**config.mk**
```make
export PLATFORM = sky130hd
export DESIGN_NAME = mhpq_seq
export DESIGN_NICKNAME = d
export VERILOG_FILES = /design/src/hw/rtl/mhpq_pkg.sv /design/src/hw/rtl/mhpq_seq.sv
export SDC_FILE = /design/constraint.sdc
export NUM_CORES = 1
export LEC_CHECK = 0
export BUFFER_PORTS_ARGS = -buffer_cell sky130_fd_sc_hd__buf_2
export CORE_MARGIN = 3
export CORE_UTILIZATION = 45
export DETAILED_ROUTE_END_ITERATION = 8
export PLACE_DENSITY = 0.7
export SLEW_MARGIN = 20
export SYNTH_ARGS = -nofsm -noshare
export SYNTH_HDL_FRONTEND = slang
export SYNTH_SLANG_ARGS = --single-unit
```
**constraint.sdc**
```tcl
create_clock -name clk -period 4.85 [get_ports clk]
set_clock_uncertainty 0.2 [all_clocks]
set_input_delay 0.7275 -clock clk [delete_from_list [all_inputs] [get_ports clk]]
set_output_delay 0.7275 -clock clk [all_outputs]
set_load 0.01 [all_outputs]
```
**src/hw/rtl/mhpq_pkg.sv**
```systemverilog
// Shared types and codes for the max-heap priority queue.
package mhpq_pkg;

    // Operation codes
    localparam logic OP_INSERT = 1'b0;
    localparam logic OP_REMOVE = 1'b1;

    // Status codes
    localparam logic [1:0] ST_OK    = 2'd0;
    localparam logic [1:0] ST_FULL  = 2'd1;
    localparam logic [1:0] ST_EMPTY = 2'd2;

    localparam int unsigned TOTAL_W = 11;

    // One stored heap entry
    typedef struct packed {
        logic signed [31:0] key;
        logic [31:0]        tag;
    } mhpq_entry_t;

    // One finished result
    typedef struct packed {
        logic [1:0]         status;
        logic signed [31:0] removed_key;
        logic [31:0]        removed_tag;
        logic               top_valid;
        logic signed [31:0] top_key;
        logic [31:0]        top_tag;
        logic [TOTAL_W-1:0] entry_total;
    } mhpq_res_t;

endpackage

```
**src/hw/rtl/mhpq_seq.sv**
```systemverilog
// Sift sequencer with one shared signed key comparator.
module mhpq_seq #(
    parameter int unsigned CAPACITY = 1024,
    parameter int unsigned AW       = 10,
    parameter int unsigned CW       = 11
) (
    input  logic                  clk,
    input  logic                  rst_n,
    input  logic                  in_valid,
    output logic                  in_ready,
    input  logic                  opcode,
    input  logic signed [31:0]    key,
    input  logic [31:0]           tag,
    output logic                  res_valid,
    input  logic                  res_ready,
    output mhpq_pkg::mhpq_res_t   res,
    output logic                  wr_en,
    output logic [AW-1:0]         waddr,
    output mhpq_pkg::mhpq_entry_t wdata,
    output logic                  rd_en,
    output logic [AW-1:0]         raddr,
    input  mhpq_pkg::mhpq_entry_t rdata
);
    import mhpq_pkg::*;

    localparam int unsigned IW = AW + 2;
    localparam logic [CW-1:0] CAP_CNT = CW'(CAPACITY);

    typedef enum logic [3:0] {
        S_IDLE,
        S_UP_CHK,
        S_UP_CMP,
        S_DN_LOAD,
        S_DN_L,
        S_DN_LC,
        S_DN_RC,
        S_DONE
    } state_t;

    state_t             state_reg, state_next;
    logic [CW-1:0]      count_reg, count_next;
    logic [AW-1:0]      pos_reg, pos_next;
    logic [AW-1:0]      par_reg, par_next;
    mhpq_entry_t        cur_reg, cur_next;
    mhpq_entry_t        best_reg, best_next;
    logic               best_cur_reg, best_cur_next;
    mhpq_entry_t        top_reg, top_next;
    mhpq_entry_t        removed_reg, removed_next;
    logic [1:0]         status_reg, status_next;

    logic [IW-1:0]      pos_ext, lc_idx, rc_idx, count_ext;
    logic [AW-1:0]      pos_m1, parent_idx;
    logic [CW-1:0]      count_m1;
    logic [CW+TOTAL_W-1:0] count_wide;
    logic signed [31:0] cmp_lhs, cmp_rhs;
    logic               cmp_gt;
    mhpq_entry_t        cand;
    logic               cand_cur;
    logic [AW-1:0]      cand_idx;
    logic               rc_in;

    // Index arithmetic
    assign pos_ext    = {2'b00, pos_reg};
    assign lc_idx     = (pos_ext << 1) + IW'(1);
    assign rc_idx     = (pos_ext << 1) + IW'(2);
    assign count_ext  = {{(IW-CW){1'b0}}, count_reg};
    assign pos_m1     = pos_reg - AW'(1);
    assign parent_idx = pos_m1 >> 1;
    assign count_m1   = count_reg - CW'(1);
    assign count_wide = {{TOTAL_W{1'b0}}, count_reg};
    assign rc_in      = rc_idx < count_ext;

    // Select operands of the shared comparator
    always_comb
    begin
        cmp_lhs = rdata.key;
        cmp_rhs = best_reg.key;
        case (state_reg)
            S_UP_CMP:
            begin
                cmp_lhs = cur_reg.key;
                cmp_rhs = rdata.key;
            end
            S_DN_LC:
            begin
                cmp_lhs = rdata.key;
                cmp_rhs = cur_reg.key;
            end
            default:
            begin
                cmp_lhs = rdata.key;
                cmp_rhs = best_reg.key;
            end
        endcase
    end

    assign cmp_gt = cmp_lhs > cmp_rhs;

    // Pick the larger of the entries seen at this level
    always_comb
    begin
        if (state_reg == S_DN_RC)
        begin
            cand     = cmp_gt ? rdata : best_reg;
            cand_cur = cmp_gt ? 1'b0 : best_cur_reg;
            cand_idx = cmp_gt ? rc_idx[AW-1:0] : lc_idx[AW-1:0];
        end
        else
        begin
            cand     = cmp_gt ? rdata : cur_reg;
            cand_cur = !cmp_gt;
            cand_idx = lc_idx[AW-1:0];
        end
    end

    // Sequence the sift steps
    always_comb
    begin
        state_next    = state_reg;
        count_next    = count_reg;
        pos_next      = pos_reg;
        par_next      = par_reg;
        cur_next      = cur_reg;
        best_next     = best_reg;
        best_cur_next = best_cur_reg;
        removed_next  = removed_reg;
        status_next   = status_reg;
        wr_en         = 1'b0;
        waddr         = pos_reg;
        wdata         = cur_reg;
        rd_en         = 1'b0;
        raddr         = parent_idx;

        unique case (state_reg)
            S_IDLE:
            begin
                if (in_valid)
                begin
                    status_next  = ST_OK;
                    removed_next = '0;
                    pos_next     = '0;
                    if (opcode == OP_INSERT)
                    begin
                        if (count_reg == CAP_CNT)
                        begin
                            status_next = ST_FULL;
                            state_next  = S_DONE;
                        end
                        else
                        begin
                            cur_next.key = key;
                            cur_next.tag = tag;
                            pos_next     = count_reg[AW-1:0];
                            count_next   = count_reg + CW'(1);
                            state_next   = S_UP_CHK;
                        end
                    end
                    else
                    begin
                        if (count_reg == '0)
                        begin
                            status_next = ST_EMPTY;
                            state_next  = S_DONE;
                        end
                        else
                        begin
                            removed_next = top_reg;
                            count_next   = count_m1;
                            if (count_reg == CW'(1))
                            begin
                                state_next = S_DONE;
                            end
                            else
                            begin
                                rd_en      = 1'b1;
                                raddr      = count_m1[AW-1:0];
                                state_next = S_DN_LOAD;
                            end
                        end
                    end
                end
            end
            S_UP_CHK:
            begin
                if (pos_reg == '0)
                begin
                    wr_en      = 1'b1;
                    state_next = S_DONE;
                end
                else
                begin
                    rd_en      = 1'b1;
                    raddr      = parent_idx;
                    par_next   = parent_idx;
                    state_next = S_UP_CMP;
                end
            end
            S_UP_CMP:
            begin
                wr_en = 1'b1;
                if (cmp_gt)
                begin
                    wdata      = rdata;
                    pos_next   = par_reg;
                    state_next = S_UP_CHK;
                end
                else
                begin
                    state_next = S_DONE;
                end
            end
            S_DN_LOAD:
            begin
                cur_next   = rdata;
                state_next = S_DN_L;
            end
            S_DN_L:
            begin
                if (lc_idx >= count_ext)
                begin
                    wr_en      = 1'b1;
                    state_next = S_DONE;
                end
                else
                begin
                    rd_en      = 1'b1;
                    raddr      = lc_idx[AW-1:0];
                    state_next = S_DN_LC;
                end
            end
            S_DN_LC, S_DN_RC:
            begin
                if (state_reg == S_DN_LC && rc_in)
                begin
                    best_next     = cand;
                    best_cur_next = cand_cur;
                    rd_en         = 1'b1;
                    raddr         = rc_idx[AW-1:0];
                    state_next    = S_DN_RC;
                end
                else
                begin
                    wr_en = 1'b1;
                    if (cand_cur)
                    begin
                        state_next = S_DONE;
                    end
                    else
                    begin
                        wdata      = cand;
                        pos_next   = cand_idx;
                        state_next = S_DN_L;
                    end
                end
            end
            S_DONE:
            begin
                if (res_ready)
                begin
                    state_next = S_IDLE;
                end
            end
            default:
            begin
                state_next = S_IDLE;
            end
        endcase
    end

    // Track the root entry as it is written
    always_comb
    begin
        top_next = top_reg;
        if (wr_en && waddr == '0)
        begin
            top_next = wdata;
        end
    end

    // Hold state and registered values
    always_ff @(posedge clk or negedge rst_n)
    begin
        if (!rst_n)
        begin
            state_reg    <= S_IDLE;
            count_reg    <= '0;
            pos_reg      <= '0;
            par_reg      <= '0;
            cur_reg      <= '0;
            best_reg     <= '0;
            best_cur_reg <= 1'b0;
            top_reg      <= '0;
            removed_reg  <= '0;
            status_reg   <= ST_OK;
        end
        else
        begin
            state_reg    <= state_next;
            count_reg    <= count_next;
            pos_reg      <= pos_next;
            par_reg      <= par_next;
            cur_reg      <= cur_next;
            best_reg     <= best_next;
            best_cur_reg <= best_cur_next;
            top_reg      <= top_next;
            removed_reg  <= removed_next;
            status_reg   <= status_next;
        end
    end

    // Drive handshake and result
    assign in_ready        = state_reg == S_IDLE;
    assign res_valid       = state_reg == S_DONE;
    assign res.status      = status_reg;
    assign res.removed_key = removed_reg.key;
    assign res.removed_tag = removed_reg.tag;
    assign res.top_valid   = count_reg != '0;
    assign res.top_key     = (count_reg != '0) ? top_reg.key : '0;
    assign res.top_tag     = (count_reg != '0) ? top_reg.tag : '0;
    assign res.entry_total = count_wide[TOTAL_W-1:0];

endmodule

```
==> impl_metrics.py <==
metrics = {
    "outcome": {
        "status": "finished with violations",
        "violations": "negative hold slack, negative setup slack",
    },
    "logic_synthesis": {
        "synthArstFlopShare": 1.000,
        "synth_compound_area_frac": 0.2247,
        "synth_edf_count": 0,
        "yosys-top-cells-count": "nand2_1 (391), dfrtp_1 (292), nor2_1 (181)",
        "yosysWarnings": 0,
        "yosys.area_share.simple": 0.2187,
        "synth_top_family_by_area": "compound AO/OA/AOI/OAI gates",
        "yosys.area.top_type": "dfrtp_1",
        "synth_xor_area_frac": 0.01716,
        "synth_cell_types": 79,
        "synthFlopType": "dfrtp_1",
        "synth_mux_area_frac": 0.04007,
        "yosysMostFrequentCell": "nand2_1",
        "synth_cells": 2061,
        "ys_ff_latch": 292,
        "seq_area_frac_synth": 0.4091,
        "synth_top_area_share": 0.4091,
        "syn-num-nets": 2252,
        "synthTopCellsByArea": "dfrtp_1 (41%), nand2_1 (8.2%), a22oi_2 (4.2%), ha_1 (4.1%), nor2_1 (3.8%)",
        "synthAdderAreaFrac": 0.04063,
        "syn_area_per_cell_um2": 8.666,
        "synth_area_mm2": 0.01786,
    },
    "detailed_routing": {
        "wl_um": 68750,
        "route.met3.wl_um": 6423,
        "viasPerCell": 6.104,
        "final_antenna_net_count": 0,
        "drt_iter0_markers": 1726,
        "routed.top_layer": "met5",
        "drc": 0,
        "first_pass_iters": 6,
        "vias": 18140,
        "wire_per_inst_um": 23.13,
        "wl_met2_um": 31620,
        "wl_met1_um": 28160,
    },
    "floorplanning": {
        "die_w_um": 205.2,
        "start_util": 0.4589,
        "coreArea_mm2": 0.03892,
        "core.rowCount": 72,
        "pin_count": 363,
        "dieArea_mm2": 0.04212,
        "die_h_um": 205.2,
    },
    "critical_path": {
        "required_ns": 3.92,
        "criticalPathCategory": "reg -> out",
        "start_kind": "flip-flop",
        "r2r_cells": 14,
        "worstPathArrival_ns": 4.44,
        "critPathMaxFanout": 8,
        "startpoint": "state_reg[1]$_DFFE_PN0P_",
        "rrSetupSlack_ns": 0.41,
        "worstSetupEndpointType": "output port",
        "reg2reg_to": "waddr[5]$_DFFE_PN0P_",
        "rr_startpoint": "state_reg[1]$_DFFE_PN0P_",
    },
    "power": {
        "total_power_uw": 20750,
        "p_leak_uw": 0.01075,
        "p_comb_frac": 0.650,
        "p_seq_frac": 0.223,
        "power_density_mw_per_mm2": 901.4,
        "p_int_uw": 10570,
        "netSwitchingPower_uw": 10180,
        "p_clk_frac": 0.127,
        "swShare": 0.4905,
        "ir_worst_vdd_mv": 0.8158,
    },
    "cells_and_area": {
        "nets": 2623,
        "multi_input_area_mm2": 0.01023,
        "seq_area_mm2": 0.007315,
        "area_growth_pct": 28.87,
        "drive_above_1_share": 0.3037,
        "final_util": 0.5914,
        "design_area_mm2": 0.02302,
        "fillCellCount": 3355,
    },
    "timing": {
        "finalCriticalPeriod_ns": 5.370,
        "setup_tns_ns": -30.14,
        "finalHoldViolations": 3,
        "finalSetupViolCount": 64,
        "tightest_slew_ns": 0.9104,
        "timing.hold.ws_ns": -0.01529,
        "rsz0062_at_grt": "true",
        "slew_viol_final": 0,
        "period_share": 1.107,
        "max_slew_margin": 0.3930,
        "max_freq_mhz": 186.2,
        "post-route-worst-setup-slack_ns": -0.5198,
    },
    "cts": {
        "clkSlewWorstSetupHoldPaths_ns": 0.06,
        "cts.sinks": 292,
        "cts_tree": "built",
        "cts_buffers": 35,
        "clk_path_buf_depth": 3,
        "ctsHtreeMaxLevel": 2,
        "cts_root_buf": "clkbuf_16",
        "clkLatencyLatePin_ns": 0.55,
    },
    "run": {
        "maxCapViolations": 0,
    },
    "placed_design": {
        "io_buffers": 362,
        "dp_hpwl_um": 45130,
        "dpl_cell_area_mm2": 0.02058,
        "place_congestion": 0.9402,
    },
    "global_routing": {
        "overflow": 0,
        "antenna_found_initial": 5,
        "grt_pass1_wl_um": 99300,
        "grt_usage": 0.2990,
        "first_global_vias": 16990,
        "grt_max_degree": 103,
    },
    "worst_hold_path": {
        "min_path_type": "in -> async",
    },
}
[critical path, cell delays in order, from the launching register on]
cell       delay (ns)
dfrtp_1          0.38
and2b_2          0.27
and2_4           0.23
buf_12           0.15
buf_12           0.11
nand2_1          0.07
a21oi_2          0.14
a21oi_1          0.06
ha_1             0.32
nand4_1          0.12
nand3_1          0.14
a221oi_4         0.38
o211ai_1         0.22
o21ai_2          0.33
a21boi_4         0.14
buf_6            0.16
clkbuf_16        0.19
a22oi_2          0.25
nand2_2          0.08
buf_6            0.14
[cells in the final DEF, fill, tap and decap left out, types with 23 or more instances in the layout]
cell type | Yosys | final
a21oi_1 | 101 | 79
a22o_1 | 66 | 66
a22oi_2 | 60 | 62
a31oi_1 | 73 | 71
and2_1 | 67 | 64
buf_12 | 0 | 24
buf_2 | 32 | 354
buf_4 | 1 | 86
clkbuf_16 | 0 | 43
dfrtp_1 | 292 | 286
ha_1 | 58 | 54
mux2i_1 | 67 | 67
nand2_1 | 391 | 370
nand3_1 | 72 | 55
nand3_2 | 10 | 23
nor2_1 | 181 | 176
nor3_1 | 76 | 75
o21ai_0 | 86 | 83
o31ai_1 | 68 | 68
xnor2_1 | 29 | 27
[final cells by class]
class	instances	area share
Antenna cell	4	0.0004349
Clock inverter	9	0.005599
Inverter	21	0.003425
Clock buffer	46	0.04246
Sequential cell	292	0.3178
Tap cell	518	0.02816
Timing Repair Buffer	505	0.1575
Multi-Input combinational cell	1577	0.4446
[per-stage QoR]
step	setup WS, ns	instances	hold slack [ns]
after floorplan	0.1114	2061	0.2319
after global placement	0.1160	2865	0.2614
after detailed placement	0.01096	2865	0.2759
after CTS	-0.3319	2936	0.01725
after global routing	-0.6626	2971	0.02015
final	-0.5198	2972	-0.01529
[power groups by stage]
stage / clock network [µW] / registers [µW] / logic, µW
final: 2630 / 4630 / 13500
after global routing: 2760 / 4750 / 14500
after CTS: 2660 / 4580 / 12400
after detailed placement: 0 / 4600 / 11800
after global placement: 0 / 4550 / 11600
after floorplan: 0 / 4380 / 7410
[cell families (layout without fill, tap and decap cells)]
group | after synthesis | count (layout)
XOR/XNOR | 35 | 35
AND/OR/NAND/NOR | 868 | 868
adder cells (fa/ha/maj) | 58 | 58
multiplexers | 71 | 71
buffers and inverters | 192 | 581
flip-flops | 292 | 292
AO/OA/AOI/OAI | 545 | 545
other | 0 | 4
[how the worst max path moves through the flow]
stage                 to  slack [ns]  cells after the start
2_1_floorplan   wdata[0]        0.11                     18
3_3_place_gp   wdata[47]        0.12                     18
3_5_place_dp   wdata[39]        0.01                     17
4_1_cts        wdata[19]       -0.33                     18
5_1_grt        wdata[27]       -0.66                     19
6_report       wdata[62]       -0.52                     19
[metal layers]
layer | GRT usage | vias to the layer above
met1 | 0.4049 | 8840
met5 | 0 | -
li1 | - | 8131
met2 | 0.4833 | 1016
met3 | 0.05537 | 151
met4 | 0.1035 | 2
[what timing repair did]
action | 4_1_cts | 5_1_grt
setup endpoints to repair | 74 | 73
setup buffers | 12 | 19
pin swaps | 12 | 53
cloned | 4 | 13
hold buffers | 0 | 0
resized for setup | 61 | 84
No activity file was read; power rests on OpenSTA's default activity.
